[config.mk]
export PLATFORM = sky130hd
export DESIGN_NAME = sprite_transform_blitter
export DESIGN_NICKNAME = d
export VERILOG_FILES = /design/src/stb_pkg.sv /design/src/sprite_transform_blitter.sv
export SDC_FILE = /design/constraint.sdc
export NUM_CORES = 1
export LEC_CHECK = 0
export ABC_AREA = 1
export BUFFER_PORTS_ARGS = -buffer_cell sky130_fd_sc_hd__buf_2
export CAP_MARGIN = 5
export CORE_UTILIZATION = 23
export CTS_BUF_LIST = sky130_fd_sc_hd__clkbuf_4 sky130_fd_sc_hd__clkbuf_8
export CTS_CLUSTER_DIAMETER = 200
export DETAILED_ROUTE_END_ITERATION = 10
export GPL_TIMING_DRIVEN = 0
export SETUP_SLACK_MARGIN = 0.2
export SKIP_CTS_REPAIR_TIMING = 1
export SLEW_MARGIN = 20
export SYNTH_ARGS = -nofsm -noshare
export SYNTH_HDL_FRONTEND = slang
export SYNTH_SLANG_ARGS = --single-unit
[constraint.sdc]
create_clock -name clk_i -period 5.3 [get_ports clk_i]
set_clock_uncertainty 0.2 [all_clocks]
set_input_delay 0 -clock clk_i [delete_from_list [all_inputs] [get_ports clk_i]]
set_output_delay 0 -clock clk_i [all_outputs]
set_load 0.01 [all_outputs]
[src/stb_pkg.sv]
`timescale 1ns / 1ps
// ----------------------------------------------------------------------------
// stb_pkg: shared constants for the sprite transform blitter
// Draw mode codes, register indexes, field widths and parameter defaults.
// ----------------------------------------------------------------------------
package stb_pkg;

  // parameter defaults
  localparam int MAX_SPRITE_DIM_DEF = 256;
  localparam int COORD_BITS_DEF     = 12;

  // fixed field widths
  localparam int COLOR_W    = 16;
  localparam int SIZE_W     = 9;
  localparam int MODE_W     = 3;
  localparam int CFG_IDX_W  = 3;
  localparam int CFG_DATA_W = 16;

  // register indexes
  localparam logic [CFG_IDX_W-1:0] REG_DEST_X   = 3'd0;
  localparam logic [CFG_IDX_W-1:0] REG_DEST_Y   = 3'd1;
  localparam logic [CFG_IDX_W-1:0] REG_SPRITE_W = 3'd2;
  localparam logic [CFG_IDX_W-1:0] REG_SPRITE_H = 3'd3;
  localparam logic [CFG_IDX_W-1:0] REG_MODE     = 3'd4;
  localparam logic [CFG_IDX_W-1:0] REG_KEY      = 3'd5;
  localparam logic [CFG_IDX_W-1:0] REG_SCREEN_W = 3'd6;
  localparam logic [CFG_IDX_W-1:0] REG_SCREEN_H = 3'd7;

  // draw modes
  localparam logic [MODE_W-1:0] MODE_PLAIN  = 3'd0;
  localparam logic [MODE_W-1:0] MODE_KEYED  = 3'd1;
  localparam logic [MODE_W-1:0] MODE_FLIP_H = 3'd2;
  localparam logic [MODE_W-1:0] MODE_FLIP_V = 3'd3;
  localparam logic [MODE_W-1:0] MODE_ROT90  = 3'd4;
  localparam logic [MODE_W-1:0] MODE_ROT180 = 3'd5;
  localparam logic [MODE_W-1:0] MODE_ROT270 = 3'd6;
  localparam logic [MODE_W-1:0] MODE_SCALE2 = 3'd7;

  // register reset values
  localparam logic [SIZE_W-1:0] SPRITE_DIM_RST = 9'd16;
  localparam int                SCREEN_W_RST   = 320;
  localparam int                SCREEN_H_RST   = 240;

endpackage

[src/sprite_transform_blitter.sv]
// A pixel word passes the input stage register, then the result group register, before its results go out.
// Throughput: one pixel word per cycle while each pixel gives at most one result and the output accepts;
// in 2x scale mode the single output port sets the rate, and a pixel's results go out one at a time.
// Pixels that give no result put no word on the output stream.
// Reset: asynchronous, empties the pipeline, clears the counters, loads register defaults.
`timescale 1ns / 1ps
// ----------------------------------------------------------------------------
// sprite_transform_blitter
// Maps a raster stream of sprite pixels to screen coordinates with flip,
// rotate, color key and 2x scale, clipping against the configured screen.
// ----------------------------------------------------------------------------
module sprite_transform_blitter
  import stb_pkg::*;
#(
  parameter int MAX_SPRITE_DIM = MAX_SPRITE_DIM_DEF,
  parameter int COORD_BITS     = COORD_BITS_DEF
) (
  input  logic                  clk_i,
  input  logic                  rst_ni,
  // configuration write port
  input  logic                  cfg_we_i,
  input  logic [CFG_IDX_W-1:0]  cfg_idx_i,
  input  logic [CFG_DATA_W-1:0] cfg_data_i,
  // pixel input stream
  input  logic                  s_axis_tvalid,
  output logic                  s_axis_tready,
  input  logic [COLOR_W-1:0]    s_axis_tdata,  // pixel_color
  // screen write stream
  output logic                  m_axis_tvalid,
  input  logic                  m_axis_tready,
  output logic [((2*(COORD_BITS-1)+COLOR_W+7)/8)*8-1:0]
                                m_axis_tdata,  // out_x, out_y, out_color, zero pad
  output logic                  m_axis_tlast   // run_last
);

  localparam int DIM_BITS  = (MAX_SPRITE_DIM > 1) ? $clog2(MAX_SPRITE_DIM) : 1;
  localparam int OFS_W     = DIM_BITS + 1;
  localparam int EXT_W     = (OFS_W > SIZE_W) ? OFS_W : SIZE_W;
  localparam int CALC_W    = ((COORD_BITS > DIM_BITS + 2) ? COORD_BITS : DIM_BITS + 2) + 1;
  localparam int OUT_W     = COORD_BITS - 1;
  localparam int TDATA_W   = ((2*OUT_W + COLOR_W + 7) / 8) * 8;
  localparam int SCR_LIMIT = 1 << (COORD_BITS - 1);
  localparam int SCR_W_RST = (SCREEN_W_RST > SCR_LIMIT) ? SCR_LIMIT : SCREEN_W_RST;
  localparam int SCR_H_RST = (SCREEN_H_RST > SCR_LIMIT) ? SCR_LIMIT : SCREEN_H_RST;

  // configuration registers
  logic [COORD_BITS-1:0] dest_x_q, dest_y_q;
  logic [SIZE_W-1:0]     sprite_w_q, sprite_h_q;
  logic [MODE_W-1:0]     mode_q;
  logic [COLOR_W-1:0]    key_q;
  logic [COORD_BITS-1:0] scr_w_q, scr_h_q;

  // source position counters
  logic [DIM_BITS-1:0] col_q, col_d, row_q, row_d;

  // input stage
  logic                item_vld_q, item_vld_d;
  logic [COLOR_W-1:0]  item_color_q;
  logic [DIM_BITS-1:0] item_col_q, item_row_q;

  // result group stage: up to four screen positions
  logic [3:0]           mask_q, mask_d, mask_calc;
  logic [OUT_W-1:0]     slot_x_q [4];
  logic [OUT_W-1:0]     slot_y_q [4];
  logic [OUT_W-1:0]     slot_x_d [4];
  logic [OUT_W-1:0]     slot_y_d [4];
  logic [COLOR_W-1:0]   grp_color_q;

  logic s_accept, m_accept, grp_free, grp_load;
  logic [3:0] sel_oh;
  logic [EXT_W-1:0] w_ext, h_ext;
  logic [OFS_W-1:0] w_eff, h_eff, col_inc, row_inc;
  logic [COORD_BITS-1:0] scr_w_eff, scr_h_eff;
  logic [DIM_BITS-1:0] fi, fj;
  logic [OFS_W-1:0] ofs_x [4];
  logic [OFS_W-1:0] ofs_y [4];
  logic [CALC_W-1:0] pos_x [4];
  logic [CALC_W-1:0] pos_y [4];
  logic [OUT_W-1:0] out_x, out_y;

  assign s_accept = s_axis_tvalid && s_axis_tready;
  assign m_accept = m_axis_tvalid && m_axis_tready;

  // effective sprite and screen sizes
  always_comb begin
    w_ext = EXT_W'(sprite_w_q);
    h_ext = EXT_W'(sprite_h_q);
    if (w_ext == '0 || w_ext > EXT_W'(MAX_SPRITE_DIM)) begin
      w_ext = EXT_W'(MAX_SPRITE_DIM);
    end
    if (h_ext == '0 || h_ext > EXT_W'(MAX_SPRITE_DIM)) begin
      h_ext = EXT_W'(MAX_SPRITE_DIM);
    end
    w_eff = w_ext[OFS_W-1:0];
    h_eff = h_ext[OFS_W-1:0];
    scr_w_eff = (scr_w_q > COORD_BITS'(SCR_LIMIT)) ? COORD_BITS'(SCR_LIMIT) : scr_w_q;
    scr_h_eff = (scr_h_q > COORD_BITS'(SCR_LIMIT)) ? COORD_BITS'(SCR_LIMIT) : scr_h_q;
  end

  // raster counters, wrap at width and height, cleared by any config write
  always_comb begin
    col_d   = col_q;
    row_d   = row_q;
    col_inc = {1'b0, col_q} + OFS_W'(1);
    row_inc = {1'b0, row_q} + OFS_W'(1);
    if (s_accept) begin
      if (col_inc >= w_eff) begin
        col_d = '0;
        row_d = (row_inc >= h_eff) ? '0 : row_inc[DIM_BITS-1:0];
      end else begin
        col_d = col_inc[DIM_BITS-1:0];
      end
    end
    if (cfg_we_i) begin
      col_d = '0;
      row_d = '0;
    end
  end

  // config registers and counters
  always_ff @(posedge clk_i or negedge rst_ni) begin
    if (!rst_ni) begin
      dest_x_q   <= '0;
      dest_y_q   <= '0;
      sprite_w_q <= SPRITE_DIM_RST;
      sprite_h_q <= SPRITE_DIM_RST;
      mode_q     <= MODE_PLAIN;
      key_q      <= '0;
      scr_w_q    <= COORD_BITS'(SCR_W_RST);
      scr_h_q    <= COORD_BITS'(SCR_H_RST);
      col_q      <= '0;
      row_q      <= '0;
    end else begin
      col_q <= col_d;
      row_q <= row_d;
      if (cfg_we_i) begin
        unique case (cfg_idx_i)
          REG_DEST_X:   dest_x_q   <= cfg_data_i[COORD_BITS-1:0];
          REG_DEST_Y:   dest_y_q   <= cfg_data_i[COORD_BITS-1:0];
          REG_SPRITE_W: sprite_w_q <= cfg_data_i[SIZE_W-1:0];
          REG_SPRITE_H: sprite_h_q <= cfg_data_i[SIZE_W-1:0];
          REG_MODE:     mode_q     <= cfg_data_i[MODE_W-1:0];
          REG_KEY:      key_q      <= cfg_data_i[COLOR_W-1:0];
          REG_SCREEN_W: scr_w_q    <= cfg_data_i[COORD_BITS-1:0];
          REG_SCREEN_H: scr_h_q    <= cfg_data_i[COORD_BITS-1:0];
          default: ;
        endcase
      end
    end
  end

  // handshake between the stages
  assign grp_free      = (mask_q == 4'b0000) || (m_accept && m_axis_tlast);
  assign grp_load      = item_vld_q && grp_free;
  assign s_axis_tready = !item_vld_q || grp_free;

  always_comb begin
    item_vld_d = item_vld_q;
    if (s_accept) begin
      item_vld_d = 1'b1;
    end else if (grp_load) begin
      item_vld_d = 1'b0;
    end
  end

  // input stage register
  always_ff @(posedge clk_i or negedge rst_ni) begin
    if (!rst_ni) begin
      item_vld_q <= 1'b0;
    end else begin
      item_vld_q <= item_vld_d;
    end
  end

  always_ff @(posedge clk_i) begin
    if (s_accept) begin
      item_color_q <= s_axis_tdata;
      item_col_q   <= col_q;
      item_row_q   <= row_q;
    end
  end

  // mirrored source position
  always_comb begin
    logic [OFS_W-1:0] fi_w, fj_w;
    fi_w = w_eff - OFS_W'(1) - {1'b0, item_col_q};
    fj_w = h_eff - OFS_W'(1) - {1'b0, item_row_q};
    fi   = fi_w[DIM_BITS-1:0];
    fj   = fj_w[DIM_BITS-1:0];
  end

  // per-mode offsets from the sprite corner
  always_comb begin
    for (int k = 0; k < 4; k++) begin
      ofs_x[k] = {1'b0, item_col_q};
      ofs_y[k] = {1'b0, item_row_q};
    end
    case (mode_q)
      MODE_FLIP_H: ofs_x[0] = {1'b0, fi};
      MODE_FLIP_V: ofs_y[0] = {1'b0, fj};
      MODE_ROT90: begin
        ofs_x[0] = {1'b0, fj};
        ofs_y[0] = {1'b0, item_col_q};
      end
      MODE_ROT180: begin
        ofs_x[0] = {1'b0, fi};
        ofs_y[0] = {1'b0, fj};
      end
      MODE_ROT270: begin
        ofs_x[0] = {1'b0, item_row_q};
        ofs_y[0] = {1'b0, fi};
      end
      MODE_SCALE2: begin
        ofs_x[0] = {item_col_q, 1'b0};
        ofs_y[0] = {item_row_q, 1'b0};
        ofs_x[1] = {item_col_q, 1'b1};
        ofs_y[1] = {item_row_q, 1'b0};
        ofs_x[2] = {item_col_q, 1'b0};
        ofs_y[2] = {item_row_q, 1'b1};
        ofs_x[3] = {item_col_q, 1'b1};
        ofs_y[3] = {item_row_q, 1'b1};
      end
      default: ;
    endcase
  end

  // screen positions, clipping, color key and per-mode slot masks
  always_comb begin
    for (int k = 0; k < 4; k++) begin
      pos_x[k] = {{(CALC_W-COORD_BITS){dest_x_q[COORD_BITS-1]}}, dest_x_q}
               + {{(CALC_W-OFS_W){1'b0}}, ofs_x[k]};
      pos_y[k] = {{(CALC_W-COORD_BITS){dest_y_q[COORD_BITS-1]}}, dest_y_q}
               + {{(CALC_W-OFS_W){1'b0}}, ofs_y[k]};
      mask_calc[k] = !pos_x[k][CALC_W-1] && !pos_y[k][CALC_W-1]
                  && (pos_x[k] < CALC_W'(scr_w_eff))
                  && (pos_y[k] < CALC_W'(scr_h_eff));
      slot_x_d[k] = pos_x[k][OUT_W-1:0];
      slot_y_d[k] = pos_y[k][OUT_W-1:0];
    end
    case (mode_q)
      MODE_SCALE2: ;
      MODE_KEYED: begin
        mask_calc[3:1] = 3'b000;
        if (item_color_q == key_q) begin
          mask_calc[0] = 1'b0;
        end
      end
      default: mask_calc[3:1] = 3'b000;
    endcase
  end

  // lowest pending slot goes out first
  always_comb begin
    sel_oh = mask_q & (~mask_q + 4'd1);
    mask_d = mask_q;
    if (grp_load) begin
      mask_d = mask_calc;
    end else if (m_accept) begin
      mask_d = mask_q & ~sel_oh;
    end
  end

  // result group register
  always_ff @(posedge clk_i or negedge rst_ni) begin
    if (!rst_ni) begin
      mask_q <= 4'b0000;
    end else begin
      mask_q <= mask_d;
    end
  end

  always_ff @(posedge clk_i) begin
    if (grp_load) begin
      grp_color_q <= item_color_q;
      for (int k = 0; k < 4; k++) begin
        slot_x_q[k] <= slot_x_d[k];
        slot_y_q[k] <= slot_y_d[k];
      end
    end
  end

  // output word select
  always_comb begin
    out_x = slot_x_q[0];
    out_y = slot_y_q[0];
    case (sel_oh)
      4'b0010: begin
        out_x = slot_x_q[1];
        out_y = slot_y_q[1];
      end
      4'b0100: begin
        out_x = slot_x_q[2];
        out_y = slot_y_q[2];
      end
      4'b1000: begin
        out_x = slot_x_q[3];
        out_y = slot_y_q[3];
      end
      default: ;
    endcase
  end

  assign m_axis_tvalid = (mask_q != 4'b0000);
  assign m_axis_tlast  = ((mask_q & ~sel_oh) == 4'b0000);
  assign m_axis_tdata  = TDATA_W'({grp_color_q, out_y, out_x});

`ifndef SYNTHESIS
  // counters stay inside the configured sprite
  assert property (@(posedge clk_i) disable iff (!rst_ni)
    ({1'b0, col_q} < w_eff) && ({1'b0, row_q} < h_eff))
    else $error("raster counter beyond sprite size");

  // only scale mode fills the extra slots
  assert property (@(posedge clk_i) disable iff (!rst_ni)
    (mode_q != MODE_SCALE2) |-> (mask_q[3:1] == 3'b000))
    else $error("extra result slot outside scale mode");

  // a held input word is not lost while the result group is busy
  assert property (@(posedge clk_i) disable iff (!rst_ni)
    (item_vld_q && !grp_free) |=> (item_vld_q && $stable(item_color_q)))
    else $error("input word dropped while results pending");
`endif

endmodule
==> flow_metrics.py <==
metrics = {
    "sta": {
        "maxClockFrequency_mhz": 194,
        "finalSetupViolCount": 0,
        "hold_slack_ns": 0.00433,
        "relSlewSlack": 0.241,
        "final_hold_viol_count": 0,
        "worst_pin_slew_ns": 1.13,
        "final.min_clock_period_ns": 5.15,
        "max_slew_violations": 0,
        "rsz0062_at_grt": "yes",
        "post-route-period-util": 0.971,
        "totalNegativeSetupSlack_ns": 0,
    },
    "route": {
        "route.vias.total": 12200,
        "dr.first_iter.drc_count": 772,
        "dr.pass1.iters": 5,
        "final_antenna_net_count": 0,
        "routed_via_density": 4.59,
        "post-route-drc-count": 0,
        "routedWlPerCell_um": 16.1,
        "drt_wl_total_mm": 42.8,
    },
    "logic_synthesis": {
        "count_of_flip_flops_with_a_built_in_enable_after_synthesis": 114,
        "yosys_register_bits": 220,
        "synth_seq_area_share": 0.427,
        "netlist_area_um2": 14200,
        "synth.distinct_cells": 54,
        "ranking_of_synthesized_cells_by_area": "edfxtp_1, dfrtp_1, ha_1",
        "post-synth-top-area-cell": "edfxtp_1",
        "synth.avg_cell_area_um2": 8.66,
        "synth_top_flop_cell": "edfxtp_1",
        "synth_top_area_frac": 0.240,
        "synth_cells": 1646,
        "synth_async_sr_flop_share": 0.482,
        "ys_warn_count": 0,
    },
    "worst_setup_path": {
        "crit_type": "reg2reg",
        "path_max_fanout": 3,
        "critPathCaptureType": "flop",
        "type_of_element_launching_the_critical_path": "flop",
        "crit_required_ns": 5.60,
        "crit_arrival_ns": 5.45,
    },
    "outcome": {
        "status": "complete, no violations",
    },
    "global_routing": {
        "grt_start_max_net_pins": 67,
        "grt_pass1_vias": 11700,
        "grt_usage": 0.130,
        "grt_first_pass_wirelength_mm": 64.7,
        "globalRoute.totalOverflow": 0,
        "grt_antenna_before_repair": 0,
    },
    "floorplanning": {
        "die_height_um": 251,
        "die_area_um2": 63000,
        "coreArea_um2": 60800,
        "num_rows": 90,
        "start_util": 0.234,
        "die_w_um": 251,
        "floorplan.io_pins": 83,
    },
    "clocking": {
        "clk_path_buf_depth": 3,
        "clkTransAtPathRegs_ns": 0.06,
        "clock_tree.root_cell": "clkbuf_8",
        "cts.sinks": 220,
        "numCtsBuffers": 39,
        "worst_skew_pair.late_latency_ns": 0.58,
        "htree_levels": 2,
        "tritoncts": "built",
    },
    "job": {
        "cap_viol_max_count": 0,
    },
    "layout": {
        "post_route_cells_drive_above_1_share": 0.150,
        "cell_area_after_layout_um2": 17700,
        "nNetsFinal": 2036,
        "filler_cell_count": 6392,
        "synthToLayoutAreaGrowth_pct": 24.0,
        "n_antenna_cell": 0,
    },
    "placement": {
        "place.port_buffers": 80,
        "dpl-instance-area_um2": 15700,
        "detailedPlacementHpwl_mm": 33.2,
        "gp_congestion": 0.908,
    },
    "pwr": {
        "cellPowerDensity_nw_per_um2": 573,
        "irDropWorstVdd_mv": 0.257,
        "cellLeakagePower_uw": 0.00797,
    },
    "min_path": {
        "holdCritPathClass": "in2reg",
    },
}
==> layout by cell type (no fill, tap or decap), types with 20 or more instances in the layout <==
cell type | Yosys | final
clkbuf_1 | 23 | 23
buf_2 | 7 | 86
nand2_1 | 377 | 372
clkbuf_8 | 0 | 45
edfxtp_1 | 114 | 114
ha_1 | 141 | 129
a21oi_1 | 103 | 92
nand3_1 | 67 | 65
dfrtp_1 | 98 | 98
buf_4 | 6 | 20
o21ai_0 | 130 | 122
nor2_1 | 102 | 99
inv_1 | 201 | 193
dlygate4sd3_1 | 0 | 62
xor2_1 | 73 | 70
==> metrics by stage <==
step | instances | worst slack [ns] | power, uW | util
finish | 2660 | 0.153 | 10100 | 0.291
global route | 2660 | -0.0870 | 11000 | 0.291
CTS | 2583 | -0.262 | 9720 | 0.272
detailed placement | 2511 | -0.220 | 7980 | 0.258
global placement | 2509 | -0.175 | 7830 | 0.257
floorplan | 1647 | 0.613 | 6250 | -
==> sequential cells by signal (all words and copies together), names as in the netlist <==
register / count
col_q: 8
dest_x_q: 12
dest_y_q: 12
grp_color_q: 16
item_col_q: 8
item_color_q: 16
item_row_q: 8
item_vld_q: 1
key_q: 16
mask_q: 4
mode_q: 3
row_q: 8
scr_h_q: 12
scr_w_q: 12
slot_x_q: 33
slot_y_q: 33
sprite_h_q: 9
sprite_w_q: 9
==> area by class of cell <==
class | instances | area, um2 | share of cell area
multi-input cells | 1186 | 7610 | 0.431
flip-flops and latches | 220 | 6090 | 0.344
repair buffers | 159 | 1210 | 0.0687
well taps | 782 | 978 | 0.0554
inverters | 203 | 764 | 0.0432
clock buffers | 59 | 724 | 0.0410
plain buffers | 38 | 183 | 0.0103
clock inverters | 13 | 111 | 0.00630
==> power by group <==
part / internal, uW / switching [uW] / total [uW]
sequential: 2610 / 332 / 2940
clock: 938 / 753 / 1690
combinational: 2040 / 3450 / 5500
==> cells by family (layout without fill, tap and decap cells) <==
| family | Yosys count | count (layout) | share of synthesized area |
|---|---|---|---|
| mux | 4 | 4 | 0.00316 |
| xor+xnor | 94 | 94 | 0.0578 |
| fa+ha+maj | 149 | 149 | 0.135 |
| flops | 220 | 220 | 0.427 |
| other cells | 1 | 2 | 0.000263 |
| buf+inv | 241 | 472 | 0.0663 |
| compound gates | 326 | 326 | 0.131 |
| simple gates | 611 | 611 | 0.179 |
==> metal layers <==
layer | vias up | routed length (um) | track usage
li1 | 5955 | - | -
met1 | 5870 | 19200 | 0.170
met2 | 314 | 20300 | 0.220
met3 | 68 | 2150 | 0.0227
met4 | 0 | 1070 | 0.0369
met5 | - | 0 | 0
==> synth_stat cells, drive strengths merged (8+ instances only) <==
cell type,instances
fa,8
o21ai,144
xnor2,21
o21bai,11
buf,14
nor2,104
edfxtp,114
dfrtp,98
clkbuf,24
ha,141
inv,202
nor3,22
xor2,73
dfstp,8
nand2,379
a22oi,14
a31oi,10
nand3,69
nor4,9
a211oi,15
a21oi,104
o211ai,8
nand4,13
==> worst max-delay path, cell delays in order, from the launching register on <==
cell and delay, ns:
dfrtp_1 0.41, nor4_2 0.28, nand2_1 0.13, ha_4 0.28
nor2_4 0.12, ha_4 0.15, inv_2 0.04, fa_2 0.45
or2_2 0.32, a22oi_2 0.25, inv_1 0.11, fa_1 0.43
nand3b_1 0.20, nand2_2 0.13, xor2_1 0.31, ha_1 0.31
nand2_1 0.09, nor2_1 0.05, a211oi_1 0.16, nand2_1 0.13
nand2_1 0.07, nand2_1 0.10, nand3_1 0.09, nand2_1 0.06
nand2_1 0.06, nand3_1 0.08, nand2_1 0.07
==> worst paths after layout <==
kind                                  from             end  slack [ns]  depth (start not counted)
setup / recovery             sprite_h_q[3]       mask_q[0]        0.15                         26
hold / removal              cfg_data_i[11]     scr_h_q[11]       0.004                          4
setup reg to reg             sprite_h_q[3]       mask_q[0]        0.15                         26
hold reg to reg            item_color_q[8]  grp_color_q[8]        0.26                          0
max in group asynchronous           rst_ni      scr_w_q[8]        4.16                          4
min in group asynchronous           rst_ni      scr_w_q[6]        0.32                          3
No activity file was read; power rests on OpenSTA's default activity.
